**src/rtl/rgb2ycc_pkg.sv**
```systemverilog
`timescale 1ns / 1ps
`default_nettype none

package rgb2ycc_pkg;

    localparam int MAX_HALF_WIDTH  = 1024;
    localparam int MAX_HALF_HEIGHT = 1024;

    // Counter and register widths follow the fixed field widths.
    localparam int DIM_W      = 11;
    localparam int LUMA_IDX_W = 22;
    localparam int CHR_IDX_W  = 20;

    // Register indexes on the configuration port.
    localparam logic [0:0] REG_HALF_WIDTH  = 1'b0;
    localparam logic [0:0] REG_HALF_HEIGHT = 1'b1;

    localparam logic [DIM_W-1:0] HALF_WIDTH_RESET  = 11'd320;
    localparam logic [DIM_W-1:0] HALF_HEIGHT_RESET = 11'd240;

    // Queue between the position tracker and the arithmetic pipeline.
    localparam int QUEUE_DEPTH = 4;
    localparam int QPTR_W      = $clog2(QUEUE_DEPTH);

    typedef struct packed {
        logic [7:0] blue;
        logic [7:0] green;
        logic [7:0] red;
    } pixel_t;

    typedef struct packed {
        logic [7:0]            luma;
        logic [LUMA_IDX_W-1:0] luma_index;
        logic                  chroma_valid;
        logic [7:0]            cb;
        logic [7:0]            cr;
        logic [CHR_IDX_W-1:0]  chroma_index;
        logic                  frame_end;
    } result_t;

    // One classified pixel: its color, raster position and frame geometry.
    typedef struct packed {
        pixel_t           pix;
        logic [DIM_W-1:0] col;
        logic [DIM_W-1:0] row;
        logic [DIM_W-1:0] half_w;
        logic             chroma;
        logic             frame_end;
    } job_t;

endpackage

`default_nettype wire

```
**src/rtl/rgb2ycc_front.sv**
```systemverilog
`timescale 1ns / 1ps
`default_nettype none

module rgb2ycc_front (
    input  wire logic                           clk,
    input  wire logic                           rst_n,
    input  wire logic                           cfg_we,
    input  wire logic [0:0]                     cfg_index,
    input  wire logic [rgb2ycc_pkg::DIM_W-1:0]  cfg_data,
    input  wire logic                           in_valid,
    output logic                                in_ready,
    input  wire rgb2ycc_pkg::pixel_t            in_data,
    input  wire logic                           queue_full,
    output logic                                push,
    output rgb2ycc_pkg::job_t                   push_job
);

    localparam int DW = rgb2ycc_pkg::DIM_W;

    logic [DW-1:0] half_width_reg, half_width_next;
    logic [DW-1:0] half_height_reg, half_height_next;
    logic [DW-1:0] column_count_reg, column_count_next;
    logic [DW-1:0] row_count_reg, row_count_next;
    logic [DW-1:0] hw_eff, hh_eff;
    logic [DW:0]   width, height;
    logic [DW-1:0] col_cur, row_cur;
    logic          col_last, row_last;

    always_comb
    begin
        half_width_next  = half_width_reg;
        half_height_next = half_height_reg;
        if (cfg_we)
        begin
            case (cfg_index)
                rgb2ycc_pkg::REG_HALF_WIDTH:  half_width_next  = cfg_data;
                rgb2ycc_pkg::REG_HALF_HEIGHT: half_height_next = cfg_data;
                default: ;
            endcase
        end
    end

    // Out-of-range sizes are pinned to the supported range.
    always_comb
    begin
        if (half_width_reg == '0)
            hw_eff = DW'(1);
        else if (half_width_reg > DW'(rgb2ycc_pkg::MAX_HALF_WIDTH))
            hw_eff = DW'(rgb2ycc_pkg::MAX_HALF_WIDTH);
        else
            hw_eff = half_width_reg;
        if (half_height_reg == '0)
            hh_eff = DW'(1);
        else if (half_height_reg > DW'(rgb2ycc_pkg::MAX_HALF_HEIGHT))
            hh_eff = DW'(rgb2ycc_pkg::MAX_HALF_HEIGHT);
        else
            hh_eff = half_height_reg;
    end

    assign width  = {hw_eff, 1'b0};
    assign height = {hh_eff, 1'b0};

    // A counter left beyond a shrunken frame restarts at zero.
    assign col_cur  = ({1'b0, column_count_reg} >= width) ? '0 : column_count_reg;
    assign row_cur  = ({1'b0, row_count_reg} >= height) ? '0 : row_count_reg;
    assign col_last = ({1'b0, col_cur} + (DW+1)'(1)) >= width;
    assign row_last = ({1'b0, row_cur} + (DW+1)'(1)) >= height;

    assign in_ready = !queue_full;
    assign push     = in_valid && in_ready;

    always_comb
    begin
        push_job.pix       = in_data;
        push_job.col       = col_cur;
        push_job.row       = row_cur;
        push_job.half_w    = hw_eff;
        push_job.chroma    = !col_cur[0] && !row_cur[0];
        push_job.frame_end = col_last && row_last;
    end

    always_comb
    begin
        column_count_next = column_count_reg;
        row_count_next    = row_count_reg;
        if (push)
        begin
            if (col_last)
            begin
                column_count_next = '0;
                row_count_next    = row_last ? '0 : row_cur + DW'(1);
            end
            else
            begin
                column_count_next = col_cur + DW'(1);
                row_count_next    = row_cur;
            end
        end
    end

    always_ff @(posedge clk or negedge rst_n)
    begin
        if (!rst_n)
        begin
            half_width_reg   <= rgb2ycc_pkg::HALF_WIDTH_RESET;
            half_height_reg  <= rgb2ycc_pkg::HALF_HEIGHT_RESET;
            column_count_reg <= '0;
            row_count_reg    <= '0;
        end
        else
        begin
            half_width_reg   <= half_width_next;
            half_height_reg  <= half_height_next;
            column_count_reg <= column_count_next;
            row_count_reg    <= row_count_next;
        end
    end

endmodule

`default_nettype wire

```
**src/rtl/rgb2ycc_queue.sv**
```systemverilog
`timescale 1ns / 1ps
`default_nettype none

module rgb2ycc_queue (
    input  wire logic              clk,
    input  wire logic              rst_n,
    input  wire logic              push,
    input  wire rgb2ycc_pkg::job_t push_job,
    input  wire logic              pop,
    output rgb2ycc_pkg::job_t      head_job,
    output logic                   full,
    output logic                   empty
);

    localparam int PW = rgb2ycc_pkg::QPTR_W;

    rgb2ycc_pkg::job_t mem [rgb2ycc_pkg::QUEUE_DEPTH];

    logic [PW-1:0] wr_ptr_reg, wr_ptr_next;
    logic [PW-1:0] rd_ptr_reg, rd_ptr_next;
    logic [PW:0]   count_reg, count_next;
    logic          do_push, do_pop;

    assign full     = count_reg == (PW+1)'(rgb2ycc_pkg::QUEUE_DEPTH);
    assign empty    = count_reg == '0;
    assign do_push  = push && !full;
    assign do_pop   = pop && !empty;
    assign head_job = mem[rd_ptr_reg];

    always_comb
    begin
        wr_ptr_next = do_push ? wr_ptr_reg + PW'(1) : wr_ptr_reg;
        rd_ptr_next = do_pop ? rd_ptr_reg + PW'(1) : rd_ptr_reg;
        count_next  = count_reg;
        if (do_push && !do_pop)
            count_next = count_reg + (PW+1)'(1);
        else if (do_pop && !do_push)
            count_next = count_reg - (PW+1)'(1);
    end

    always_ff @(posedge clk)
    begin
        if (do_push)
            mem[wr_ptr_reg] <= push_job;
    end

    always_ff @(posedge clk or negedge rst_n)
    begin
        if (!rst_n)
        begin
            wr_ptr_reg <= '0;
            rd_ptr_reg <= '0;
            count_reg  <= '0;
        end
        else
        begin
            wr_ptr_reg <= wr_ptr_next;
            rd_ptr_reg <= rd_ptr_next;
            count_reg  <= count_next;
        end
    end

endmodule

`default_nettype wire

```
**src/rtl/rgb2ycc_back.sv**
```systemverilog
`timescale 1ns / 1ps
`default_nettype none

module rgb2ycc_back (
    input  wire logic              clk,
    input  wire logic              rst_n,
    input  wire rgb2ycc_pkg::job_t head_job,
    input  wire logic              queue_empty,
    output logic                   pop,
    output logic                   out_valid,
    input  wire logic              out_ready,
    output rgb2ycc_pkg::result_t   out_data
);

    localparam int DW = rgb2ycc_pkg::DIM_W;
    localparam int LW = rgb2ycc_pkg::LUMA_IDX_W;
    localparam int CW = rgb2ycc_pkg::CHR_IDX_W;

    logic advance;

    logic signed [17:0] r_s, g_s, b_s;

    // Stage 1: weighted sums and index products.
    logic                  s1_valid_reg;
    logic signed [17:0]    y_sum_reg, cb_sum_reg, cr_sum_reg;
    logic [2*DW:0]         luma_prod_reg;
    logic [2*DW-2:0]       chroma_prod_reg;
    logic [DW-1:0]         s1_col_reg;
    logic                  s1_chroma_reg, s1_frame_end_reg;

    // Stage 2: shift, offset, clamp and index sums.
    logic                  out_valid_reg;
    rgb2ycc_pkg::result_t  out_data_reg, out_data_next;

    logic signed [17:0]    y_val, cb_val, cr_val;
    logic [2*DW+1:0]       luma_sum;
    logic [2*DW-1:0]       chroma_sum;

    // The whole pipeline moves together unless the output word is stuck.
    assign advance = !out_valid_reg || out_ready;
    assign pop     = advance && !queue_empty;

    assign r_s = $signed({10'd0, head_job.pix.red});
    assign g_s = $signed({10'd0, head_job.pix.green});
    assign b_s = $signed({10'd0, head_job.pix.blue});

    // Arithmetic right shift on a signed value floors toward minus infinity.
    assign y_val  = (y_sum_reg >>> 8) + 18'sd16;
    assign cb_val = (cb_sum_reg >>> 8) + 18'sd128;
    assign cr_val = (cr_sum_reg >>> 8) + 18'sd128;

    assign luma_sum   = {1'b0, luma_prod_reg} + (2*DW+2)'(s1_col_reg);
    assign chroma_sum = {1'b0, chroma_prod_reg} + (2*DW)'(s1_col_reg[DW-1:1]);

    always_comb
    begin
        out_data_next = '0;
        if (y_val < 18'sd16)
            out_data_next.luma = 8'd16;
        else if (y_val > 18'sd235)
            out_data_next.luma = 8'd235;
        else
            out_data_next.luma = y_val[7:0];
        out_data_next.luma_index   = luma_sum[LW-1:0];
        out_data_next.chroma_valid = s1_chroma_reg;
        out_data_next.frame_end    = s1_frame_end_reg;
        if (s1_chroma_reg)
        begin
            if (cb_val < 18'sd16)
                out_data_next.cb = 8'd16;
            else if (cb_val > 18'sd240)
                out_data_next.cb = 8'd240;
            else
                out_data_next.cb = cb_val[7:0];
            if (cr_val < 18'sd16)
                out_data_next.cr = 8'd16;
            else if (cr_val > 18'sd240)
                out_data_next.cr = 8'd240;
            else
                out_data_next.cr = cr_val[7:0];
            out_data_next.chroma_index = chroma_sum[CW-1:0];
        end
    end

    always_ff @(posedge clk)
    begin
        if (advance)
        begin
            y_sum_reg  <= 18'sd66 * r_s + 18'sd129 * g_s + 18'sd25 * b_s + 18'sd128;
            cb_sum_reg <= 18'sd112 * b_s - 18'sd38 * r_s - 18'sd74 * g_s + 18'sd128;
            cr_sum_reg <= 18'sd112 * r_s - 18'sd94 * g_s - 18'sd18 * b_s + 18'sd128;
            luma_prod_reg    <= (2*DW+1)'(head_job.row)
                                * (2*DW+1)'({head_job.half_w, 1'b0});
            chroma_prod_reg  <= (2*DW-1)'(head_job.row[DW-1:1])
                                * (2*DW-1)'(head_job.half_w);
            s1_col_reg       <= head_job.col;
            s1_chroma_reg    <= head_job.chroma;
            s1_frame_end_reg <= head_job.frame_end;
            out_data_reg     <= out_data_next;
        end
    end

    always_ff @(posedge clk or negedge rst_n)
    begin
        if (!rst_n)
        begin
            s1_valid_reg  <= 1'b0;
            out_valid_reg <= 1'b0;
        end
        else if (advance)
        begin
            s1_valid_reg  <= !queue_empty;
            out_valid_reg <= s1_valid_reg;
        end
    end

    assign out_valid = out_valid_reg;
    assign out_data  = out_data_reg;

endmodule

`default_nettype wire

```
**src/rtl/rgb_to_ycbcr420_converter_unit.sv**
```systemverilog
`timescale 1ns / 1ps
`default_nettype none

// Channel   Signals                                 Word
// input     in_valid, in_ready, in_data             one BGR pixel, raster order
// output    out_valid, out_ready, out_data          luma, chroma and plane indexes
// config    cfg_we, cfg_index, cfg_data             half_width (0), half_height (1)
//
// One pixel is taken per clock while in_ready is high; each result passes
// through the queue and then the two arithmetic stages before out_valid rises.
// Reset sets the frame to 640x480 and the raster position to the origin.
// A stalled output holds the whole arithmetic pipeline; the four-word queue
// keeps taking pixels until it fills, and then in_ready drops.

module rgb_to_ycbcr420_converter_unit (
    input  wire logic                          clk,
    input  wire logic                          rst_n,
    input  wire logic                          in_valid,
    output logic                               in_ready,
    input  wire rgb2ycc_pkg::pixel_t           in_data,
    output logic                               out_valid,
    input  wire logic                          out_ready,
    output rgb2ycc_pkg::result_t               out_data,
    input  wire logic                          cfg_we,
    input  wire logic [0:0]                    cfg_index,
    input  wire logic [rgb2ycc_pkg::DIM_W-1:0] cfg_data
);

    rgb2ycc_pkg::job_t push_job;
    rgb2ycc_pkg::job_t head_job;
    logic              push, pop, queue_full, queue_empty;

    rgb2ycc_front u_front (
        .clk        (clk),
        .rst_n      (rst_n),
        .cfg_we     (cfg_we),
        .cfg_index  (cfg_index),
        .cfg_data   (cfg_data),
        .in_valid   (in_valid),
        .in_ready   (in_ready),
        .in_data    (in_data),
        .queue_full (queue_full),
        .push       (push),
        .push_job   (push_job)
    );

    rgb2ycc_queue u_queue (
        .clk      (clk),
        .rst_n    (rst_n),
        .push     (push),
        .push_job (push_job),
        .pop      (pop),
        .head_job (head_job),
        .full     (queue_full),
        .empty    (queue_empty)
    );

    rgb2ycc_back u_back (
        .clk         (clk),
        .rst_n       (rst_n),
        .head_job    (head_job),
        .queue_empty (queue_empty),
        .pop         (pop),
        .out_valid   (out_valid),
        .out_ready   (out_ready),
        .out_data    (out_data)
    );

endmodule

`default_nettype wire

```
**config.mk**
```make
export PLATFORM = sky130hd
export DESIGN_NAME = rgb_to_ycbcr420_converter_unit
export DESIGN_NICKNAME = d
export VERILOG_FILES = /design/src/rtl/rgb2ycc_pkg.sv /design/src/rtl/rgb2ycc_front.sv /design/src/rtl/rgb2ycc_queue.sv /design/src/rtl/rgb2ycc_back.sv /design/src/rtl/rgb_to_ycbcr420_converter_unit.sv
export SDC_FILE = /design/constraint.sdc
export NUM_CORES = 1
export LEC_CHECK = 0
export BUFFER_PORTS_ARGS = -buffer_cell sky130_fd_sc_hd__buf_2
export CORE_MARGIN = 1.5
export CORE_UTILIZATION = 69
export DETAILED_ROUTE_END_ITERATION = 6
export HOLD_SLACK_MARGIN = 0.06
export PLACE_DENSITY = 0.95
export REMOVE_ABC_BUFFERS = 1
export SLEW_MARGIN = 20
export SYNTH_ARGS = -nofsm -noshare
export SYNTH_HDL_FRONTEND = slang
export SYNTH_SLANG_ARGS = --single-unit
```
**constraint.sdc**
```tcl
create_clock -name clk -period 11.1 [get_ports clk]
set_clock_uncertainty 0.1 [all_clocks]
set_input_delay 1.665 -clock clk [delete_from_list [all_inputs] [get_ports clk]]
set_output_delay 1.665 -clock clk [all_outputs]
set_load 0.03 [all_outputs]
```
# Word-level counts from Yosys, hierarchy flattened
# Memory sizes are Yosys's and may differ from the RTL's.
# Index checks and enable logic that the tools add are counted.
[classes]
n_eq_ne = 1
multipliers = 11
n_reduce_logical = 27
shifts = 0
muxes = 18
n_lt_le_gt_ge = 12
div_mod_pow = 0
bitwise = 2
n_addsub = 22
[ops]
columns = ["op", "count"]
rows = [
  ["$mux 11", 9],
  ["$sub 18x18->18", 4],
  ["$add 18x9->18 const B", 3],
  ["$gt 18x9->1 const B", 3],
  ["$lt 18x6->1 const B", 3],
  ["$mul 6x8->14 const A", 3],
  ["$add 18x18->18", 2],
  ["$mul 5x8->13 const A", 2],
  ["$add 11x1->12 const B", 2],
  ["$ge 11x12->1", 2],
  ["$ge 12x12->1", 2],
  ["$mux 8", 3],
  ["$add 10x9->11 const B", 2],
  ["$add 11x1->11 const B", 2],
  ["$add 22x11->22", 1],
  ["$gt 11x11->1 const B", 2],
  ["$logic_not 11->1", 2],
  ["$mul 3x8->11 const A", 2],
  ["$mul 11x11->21", 1],
  ["$add 20x10->20", 1],
  ["$mul 10x11->20", 1],
  ["$mul 8x8->16 const A", 1],
  ["$mul 4x8->12 const A", 1],
  ["$add 10x6->11 const B", 1],
  ["16 further kinds", 38],
]
[word_totals]
latch_bits = 0
elab_cells = 123
output_inout_bits = 70
in_bits = 41
mem_bits_ro = 0
reg_bits = 229
ramBits = 236
n_memories = 1
[memory_table]
columns = ["memory", "depth", "width", "rd", "rd_ports_with_merged_regs", "wr", "line_no", "text"]
rows = [
  ["u_queue.mem", 4, 59, 1, 0, 1, "rgb2ycc_queue.sv:17", "rgb2ycc_pkg::job_t mem [rgb2ycc_pkg::QUEUE_DEPTH];"],
]

# Longest topological paths before layout
# Gate-level depths: netlist (run 1).
[depth]
word_depth = 9
mapped_depth = 28
depth_no_buf = 24

# Hierarchy
# Synthesis (run 1) repeated with hierarchy kept, for this count alone.
[hier_totals]
cells_unflattened = 2834
area_unflattened_um2 = 33588.5
[by_module_without_submodules]
columns = ["module", "area_each_um2", "seq_area_each_um2", "n_inst", "cells_each"]
rows = [
  ["rgb2ycc_back", 20938.8, 4614.4, 1, 2080],
  ["rgb2ycc_queue", 9009.9, 7262.0, 1, 345],
  ["rgb2ycc_front", 3639.7, 1108.6, 1, 409],
]

# Worst setup path before layout (run 1)
# OpenSTA, ideal clock, no wires.
[synth_timing]
path_kind = "input -> register"
startpoint = "input out_ready"
endpoint = "register u_queue.count_reg[1]"
path_buffers = 0
setup_time_ns = 0.125
setup_slack_ns = 3.993
arrival_ns = 6.882
required_ns = 10.875
stages = 7
path_cell_list = "nand2b_1 -> o31a_1 -> inv_1 -> ha_1 -> inv_1 -> fa_1 -> mux2_2"
[synth_between]
elab_chain_cells = 6
elab_cells_between_ends = 8
classes_between = "mux: 1; reduce/logical: 7"
[synth_lines]
columns = ["item", "line_no", "text"]
rows = [
  ["from (decl)", "rgb_to_ycbcr420_converter_unit.sv:22", "input wire logic out_ready,"],
  ["$logic_or 1x1->1", "rgb2ycc_back.sv:40", "assign advance = !out_valid_reg || out_ready;"],
  ["$logic_and 1x1->1", "rgb2ycc_back.sv:41", "assign pop = advance && !queue_empty;"],
  ["$logic_and 1x1->1", "rgb2ycc_queue.sv:27", "assign do_pop = pop && !empty;"],
  ["$logic_not 1->1", "rgb2ycc_queue.sv:35", "if (do_push && !do_pop)"],
  ["$logic_and 1x1->1", "rgb2ycc_queue.sv:35", ""],
  ["$mux 3", "rgb2ycc_queue.sv:35", ""],
  ["via u_queue.count_next[1]", "rgb2ycc_queue.sv:21", "logic [PW:0] count_reg, count_next;"],
  ["to (signal assigned)", "rgb2ycc_queue.sv:59", "count_reg <= count_next;"],
  ["to (decl)", "rgb2ycc_queue.sv:21", ""],
]
# The timed path passes the listed nets, and every way through them passes these cells.
# A chain may end at the register's enable or synchronous reset.

# Worst setup path in the final report (run 1)
[layout_timing]
startpoint = "register u_queue.rd_ptr_reg[0]"
endpoint = "register u_back.cr_sum_reg[15], data pin"
[layout_between]
elab_chain_cells = 5
elab_cells_between_ends = 7
classes_between = "add/sub: 3; mul: 3; memory: 1"
[layout_lines]
columns = ["item", "line_no", "text"]
rows = [
  ["from (decl)", "rgb2ycc_queue.sv:20", "logic [PW-1:0] rd_ptr_reg, rd_ptr_next;"],
  ["from (signal assigned)", "rgb2ycc_queue.sv:58", "rd_ptr_reg <= rd_ptr_next;"],
  ["$mem_v2 4x59 *", "n/a", ""],
  ["$mul 6x8->14 / $mul 3x8->11 (equally long branches)", "rgb2ycc_back.sv:91", "cr_sum_reg <= 18'sd112 * r_s - 18'sd94 * g_s - 18'sd18 * b_s + 18'sd128;"],
  ["$sub 18x18->18", "rgb2ycc_back.sv:91", ""],
  ["$sub 18x18->18 *", "rgb2ycc_back.sv:91", ""],
  ["$add 18x9->18 *", "rgb2ycc_back.sv:91", ""],
  ["to (signal assigned)", "rgb2ycc_back.sv:91", ""],
  ["to (decl)", "rgb2ycc_back.sv:25", "logic signed [17:0] y_sum_reg, cb_sum_reg, cr_sum_reg;"],
]
# Every way passes the cells marked *; elsewhere a longest branch is shown, timed or not.

==> summary.txt, run 1 <==
Route
  • DRC: 0
  • Antenna Nets Post-Route: 0
  • Vias per cell: 6.24
  • Initial detailed-routing violation count: 2129
  • Initial DRT Pass Iterations: 6
  • DR vias: 21515
  • Wire per inst: 21.5 microns
  • Final wirelength: 74100 microns

GRT
  • Grt total ovfl: 0
  • Pin count of the biggest net entering global routing: 80
  • Initial antenna violation count: 4
  • Number of global-route vias before repair: 22399
  • GRT Util Overall: 31.8%
  • First-pass GRT wire length: 118000 microns

Setup path
  • CP Launch Type: flop
  • CP arrival: 7.92 ns
  • Slowest stage delay, CP: 0.76 ns
  • Crit-path max FO: 44
  • CP most frequent cell: inv_1
  • Crit path capture type: flop
  • Reg2reg start: u_queue.rd_ptr_reg[0]$_DFFE_PN0P_
  • Critical Setup Path Class: reg2reg
  • Worst r2r dst: u_back.cr_sum_reg[15]$_DFFE_PN_
  • Worst-case reg-to-reg path depth: 25
  • WP buf/inv: 6
  • FF-to-FF setup slack: 3.41 ns
  • Delay-heaviest family, CP: adder cells
  • Slowest-stage cell, CP: buf_4
  • Data required, critical path: 11.34 ns

Job
  • Max Cap Viol: 0

Layout
  • Most frequent cells in the layout: ha_1, edfxtp_1, inv_1
  • Nets@finish: 3479
  • Area of the multi-input gates: 17800 sq um
  • Commonest non-fill, non-tap cell in the layout: ha_1
  • Layout area overhead: 7.87%
  • # fillers: 2792
  • Share of cells above drive strength 1: 10.2%
  • Number of flip-flops in the largest register: 236
  • Seq. cell area: 13000 sq um

Worst hold path
  • WHS Endpoint: u_back.out_data[0]$_DFFE_PN_
  • Hold wc startpoint: u_back.s1_frame_end_reg$_DFFE_PN_
  • Hold crit path type: reg2reg
  • Hold depth: 0

Floorplanning
  • Top Ports: 111
  • Die Span X: 220 microns
  • Full die area: 48400 sq um
  • Die H: 220 microns
  • Initial core utilization: 69.9%
  • Row count: 79
  • Core box area: 46500 sq um

Timing
  • Setup_tns: 0 ns
  • Final Hold Fails: 0
  • Minimum clock period: 7.69 ns
  • Crit share post-route: 69.3%
  • Final Slew Violations: 0
  • Final setup viols: 0
  • Relative slew slack: 37.4%
  • Max Fclk: 130 MHz
  • Worst slew pin tran: 0.936 ns
  • RSZ-0062 raised after global routing: no

Synthesis
  • Top flip-flop cell by instance count after synthesis: edfxtp_1
  • Synth Cell Area: 32500 sq um
  • Post-synth ARST share: 12.0%
  • Instance count of the mapped netlist: 2697
  • Synth area leader: edfxtp_1
  • Avg Synthesized Cell Area: 12.0 sq um
  • YS warnings: 0
  • Post-synthesis sequential area ratio: 40.0%
  • Synth top area cells: edfxtp_1, ha_1, fa_1, inv_1, mux4_2
  • Distinct cells, synth: 74
  • Number of synthesized flops with an enable pin: 388
  • Yosys top cell area share: 35.9%
  • Number of synthesized register bits: 441

Place
  • Routability Congestion: 0.947
  • Hpwl dp: 55400 microns
  • Port Buffer Count: 110

Clock tree
  • Num Clock Sinks: 441
  • CTS Buffer Depth: 3
  • Number of post-CTS setup repair buffers: 0
  • Post_cts resized: 0
  • H-Tree Level Count: 2
  • Clock transition at the registers of the reported paths: 0.07 ns
  • # hold bufs at CTS: 0
  • CTS root buf: clkbuf_16
  • CTS buffer count: 43
  • CTS tree: built
  • Clock Latency Late Sink: 0.61 ns

Status
  • Outcome: finished, final reports clean
-- Yosys cell counts, types with 5 or more instances --
cell type  number
mux2_2         22
dfrtp_1        47
nand3_1        36
o22ai_1        11
mux4_2         59
and3_1         19
a21o_1         40
inv_1         385
o21a_1         16
nand4_1        26
a211oi_1       13
and4_1          5
nor4_1         14
or3_1          10
a31oi_1         8
ha_1          410
xor2_1         54
o21bai_1       19
o211ai_1        8
buf_2          11
a21oi_1       136
o21ai_0        75
and2_1        111
nor2_1        108
dfstp_2         6
xnor2_1       107
nor2b_1        13
nand2b_1       25
fa_1          219
clkbuf_1       37
nor3_1         30
nand2_1       137
edfxtp_1      388
and3b_1         5
-- how the worst max path moves through the flow --
stage	startpoint	end	slack, ns	depth (start not counted)
final	u_queue.rd_ptr_reg[0]$_DFFE_PN0P_	u_back.cr_sum_reg[15]$_DFFE_PN_	3.41	25
after global routing	u_queue.rd_ptr_reg[0]$_DFFE_PN0P_	u_back.cr_sum_reg[15]$_DFFE_PN_	2.91	24
after CTS	u_queue.rd_ptr_reg[0]$_DFFE_PN0P_	u_back.cr_sum_reg[15]$_DFFE_PN_	3.41	25
after detailed placement	u_queue.rd_ptr_reg[0]$_DFFE_PN0P_	u_back.cr_sum_reg[15]$_DFFE_PN_	3.55	25
after global placement	u_queue.rd_ptr_reg[0]$_DFFE_PN0P_	u_back.cr_sum_reg[15]$_DFFE_PN_	3.70	25
after floorplan	u_queue.rd_ptr_reg[0]$_DFFE_PN0P_	u_back.cr_sum_reg[15]$_DFFE_PN_	2.94	24
-- metal layers --
layer / global-route usage [%] / part of all wire (%) / vias up / wire length [microns]
met5: 0 / 0 / - / 0
met1: 41.1 / 39 / 10655 / 29100
met3: 6.03 / 8.0 / 205 / 5950
li1: - / - / 9688 / -
met2: 54.4 / 50 / 967 / 36700
met4: 10.3 / 3.2 / 0 / 2360
-- worst register-to-register path: cells and delay by family (launching register included) --
kind	cells	cell delay, ns
DFF	1	0.66
muxes	1	0.73
and+or+nand+nor	1	0.06
AOI/OAI and AO/OA	9	1.68
xor gates and xnor gates	1	0.20
adders and majority gates	7	2.73
buffers and inverters	6	1.26
-- stage by stage --
| step | util [%] | area (sq um) | cells | hold WS (ns) | setup slack, ns |
|---|---|---|---|---|---|
| after floorplan | - | 32200 | 2643 | 0.300 | 2.94 |
| after global placement | 72.4 | 33700 | 3371 | 0.309 | 3.70 |
| after detailed placement | 72.4 | 33700 | 3371 | 0.320 | 3.55 |
| after CTS | 75.4 | 35000 | 3447 | 0.321 | 3.41 |
| after global routing | 75.4 | 35000 | 3448 | 0.324 | 2.91 |
| final | 75.4 | 35000 | 3448 | 0.327 | 3.41 |
-- area by class of cell --
type | instances | share of cell area, %
inverter | 387 | 4.15
sequential | 441 | 37.1
multi-input combinational | 1815 | 50.9
clock buffer | 50 | 3.18
timing repair buffer | 121 | 1.81
clock inverter | 26 | 0.732
antenna | 1 | 0.00715
tap | 607 | 2.17
-- kinds of logic (layout without fill, tap and decap cells) --
group / count (synthesis) / after routing / synth area share [%]
other cells: 0 / 1 / 0
xor+xnor: 162 / 162 / 4.39
simple gates: 563 / 563 / 8.91
mux: 83 / 83 / 4.92
buf+inv: 441 / 584 / 5.18
fa+ha+maj: 629 / 629 / 29.3
compound gates: 378 / 378 / 7.31
flops: 441 / 441 / 40.0
Power of run 1 is not shown: default switching activity piles up to over one toggle a cycle in this logic, so the estimate is an artifact.
==> run 2: changes to the inputs <==
- ABC_AREA: unset -> 1
- CORE_UTILIZATION: 69 -> 64
- PLACE_DENSITY: 0.95 -> 0.91
- clock period: 11.1 -> 8.05 ns (I/O delays scaled with it)
==> summary.txt, run 2 <==
Route
  • Met3 WL: 7050 microns (+18%)
  • DR vias: 24571 (+14%)
  • WL met1: 30400 microns (+4.7%)
  • Wire per inst: 18.7 microns (-13%)
  • Vias per cell: 5.93 (-5.0%)
  • Initial DRT Pass Iterations: 6 (unchanged)
  • Max Used Layer: met5
  • Final wirelength: 77500 microns (+4.6%)
  • DRC: 0 (unchanged)
  • Initial detailed-routing violation count: 2924 (+37%)
  • Met2 wire length: 36900 microns (+0.51%)
  • Antenna Nets Post-Route: 0 (unchanged)

Timing
  • Minimum clock period: 7.29 ns (-0.402 ns)
  • Worst slew pin tran: 0.904 ns (-0.0326 ns)
  • Final setup viols: 0 (unchanged)
  • Setup ws final: 0.764 ns (-2.65 ns)
  • Worst Hold Slack: 0.354 ns (+0.0273 ns)
  • Final Hold Fails: 0 (unchanged)
  • Crit share post-route: 90.5% (+21 points)
  • Max Fclk: 137 MHz (+5.5%)
  • Final Slew Violations: 0 (unchanged)
  • RSZ-0062 raised after global routing: no
  • Relative slew slack: 39.7% (+2.3 points)

Layout
  • Nets@finish: 4100 (+18%)
  • Number of flip-flops in the largest register: 236 (unchanged)
  • Layout area overhead: 8.71%
  • Antenna cells: 0 (-1)
  • Most frequent cells in the layout: inv_1, nand2_1, ha_1
  • Share of cells above drive strength 1: 8.55% (-1.7 points)
  • Utilization after layout: 70.4% (-5.0 points)
  • Commonest non-fill, non-tap cell in the layout: inv_1

Setup path
  • CP arrival: 7.52 ns (-0.40 ns)
  • Critical Setup Path Class: reg2reg
  • Delay-heaviest family, CP: adder cells
  • Crit-path max FO: 46 (+4.5%)
  • WP buf/inv: 6 (unchanged)
  • Slowest stage delay, CP: 0.62 ns (-0.14 ns)
  • Slowest-stage cell, CP: fa_1
  • CP Launch Type: flop
  • Crit path capture type: flop
  • CP most frequent cell: inv_1
  • Data required, critical path: 8.29 ns (-3.05 ns)

Synthesis
  • Top-count cell post-synth: inv_1
  • Post-synth ARST share: 12.0% (unchanged)
  • Yosys top cell area share: 35.1% (-0.81 points)
  • Number of synthesized register bits: 441 (unchanged)
  • Number of synthesized flops with an enable pin: 388 (unchanged)
  • Most frequent cells after synthesis: inv_1, nand2_1, ha_1, edfxtp_1, nor2_1
  • Synth Cell Area: 33200 sq um (+2.3%)
  • YS warnings: 0 (unchanged)
  • Synth top area cells: edfxtp_1, ha_1, fa_1, inv_1, nand2_1
  • Instance count of the mapped netlist: 3302 (+22%)
  • Synth area leader: edfxtp_1
  • Post-synthesis sequential area ratio: 39.1% (-0.90 points)
  • Top flip-flop cell by instance count after synthesis: edfxtp_1
  • Avg Synthesized Cell Area: 10.1 sq um (-16%)
  • Distinct cells, synth: 65 (-12%)

Floorplanning
  • Row count: 83 (+5.1%)
  • Full die area: 53300 sq um (+10%)
  • Top Ports: 111 (unchanged)
  • Core box area: 51300 sq um (+10%)
  • Die H: 231 microns (+5.0%)
  • Die Span X: 231 microns (+5.0%)
  • Initial core utilization: 64.7% (-5.1 points)

Clock tree
  • H-Tree Level Count: 2 (unchanged)
  • # hold bufs at CTS: 0 (unchanged)
  • CTS tree: built
  • Post_cts resized: 0 (unchanged)
  • CTS buffer count: 45 (+4.7%)
  • CTS Buffer Depth: 3 (unchanged)
  • Clock transition at the registers of the reported paths: 0.07 ns (about the same)
  • Clock Latency Late Sink: 0.60 ns (about the same)
  • CTS root buf: clkbuf_16
  • Number of post-CTS setup repair buffers: 0 (unchanged)
  • Num Clock Sinks: 441 (unchanged)

Job
  • Max Cap Viol: 0 (unchanged)

Status
  • Outcome: finished, final reports clean

Place
  • Post-place setup slack: 0.963 ns (-2.59 ns)
  • Hpwl dp: 56500 microns (+2.0%)
  • Routability Congestion: 0.964 (+1.8%)
  • Port Buffer Count: 110 (unchanged)

GRT
  • Pin count of the biggest net entering global routing: 70 (-13%)
  • Number of global-route vias before repair: 24661 (+10%)
  • GRT Util Overall: 29.6% (-2.3 points)
  • Grt total ovfl: 0 (unchanged)
  • First-pass GRT wire length: 124000 microns (+5.8%)
  • Initial antenna violation count: 2 (-2)

Worst hold path
  • Hold crit path type: reg2reg
[run 2: cell types whose count changed in the layout (fill, tap and decap cells not counted), sizes merged, moves of 52 or more]
cell and change:
a21oi +74, and2 -99, inv +156, mux4 -59
nand2 +321, nand3 +57, nor2 +230, o21ai +77
xnor2 -52
[run 2: metrics by stage]
stage	instance area (sq um)	std cells	TNS [ns]
after floorplan	32900	3239	-40.44
after global placement	34600	4063	0
after detailed placement	34600	4063	0
after CTS	36100	4144	0
after global routing	36100	4144	0
final	36100	4144	0
[run 2: final cells by class]
cell class	count	area, sq um
Timing Repair Buffer	144	831
Inverter	551	2070
Clock buffer	54	1170
Multi-Input combinational cell	2247	17900
Tap cell	680	851
Fill cell	3366	15200
Clock inverter	27	290
Sequential cell	441	13000
[run 2: worst paths after layout]
kind                                                   start                              endpoint  slack (ns)  cells after the start
setup / recovery           u_queue.rd_ptr_reg[0]$_DFFE_PN0P_       u_back.cr_sum_reg[17]$_DFFE_PN_        0.76                     29
hold / removal                u_back.s1_col_reg[0]$_DFFE_PN_         u_back.out_data[38]$_DFFE_PN_        0.35                      0
setup reg to reg           u_queue.rd_ptr_reg[0]$_DFFE_PN0P_       u_back.cr_sum_reg[17]$_DFFE_PN_        0.76                     29
hold reg to reg               u_back.s1_col_reg[0]$_DFFE_PN_         u_back.out_data[38]$_DFFE_PN_        0.35                      0
max in group asynchronous                              rst_n     u_queue.rd_ptr_reg[0]$_DFFE_PN0P_        6.68                      2
min in group asynchronous                              rst_n  u_front.row_count_reg[8]$_DFFE_PN0P_        0.62                      2
[run 2: cell families after synthesis]
group                      count (synthesis)  synth area share (%)
buffers and inverters                    614                  7.11
AOI/OAI and AO/OA                        504                  8.71
muxes                                      1                0.0339
adders and majority gates                629                  28.6
xor gates and xnor gates                 156                  4.16
DFF                                      441                  39.1
and+or+nand+nor                          957                  12.3
[run 2: metal layers]
| metal | up-vias | GRT usage, % |
|---|---|---|
| li1 | 11273 | - |
| met1 | 11710 | 38.2 |
| met2 | 1326 | 49.5 |
| met3 | 260 | 5.26 |
| met4 | 2 | 11.9 |
| met5 | - | 0 |
Power of run 2 is left out for the same reason.
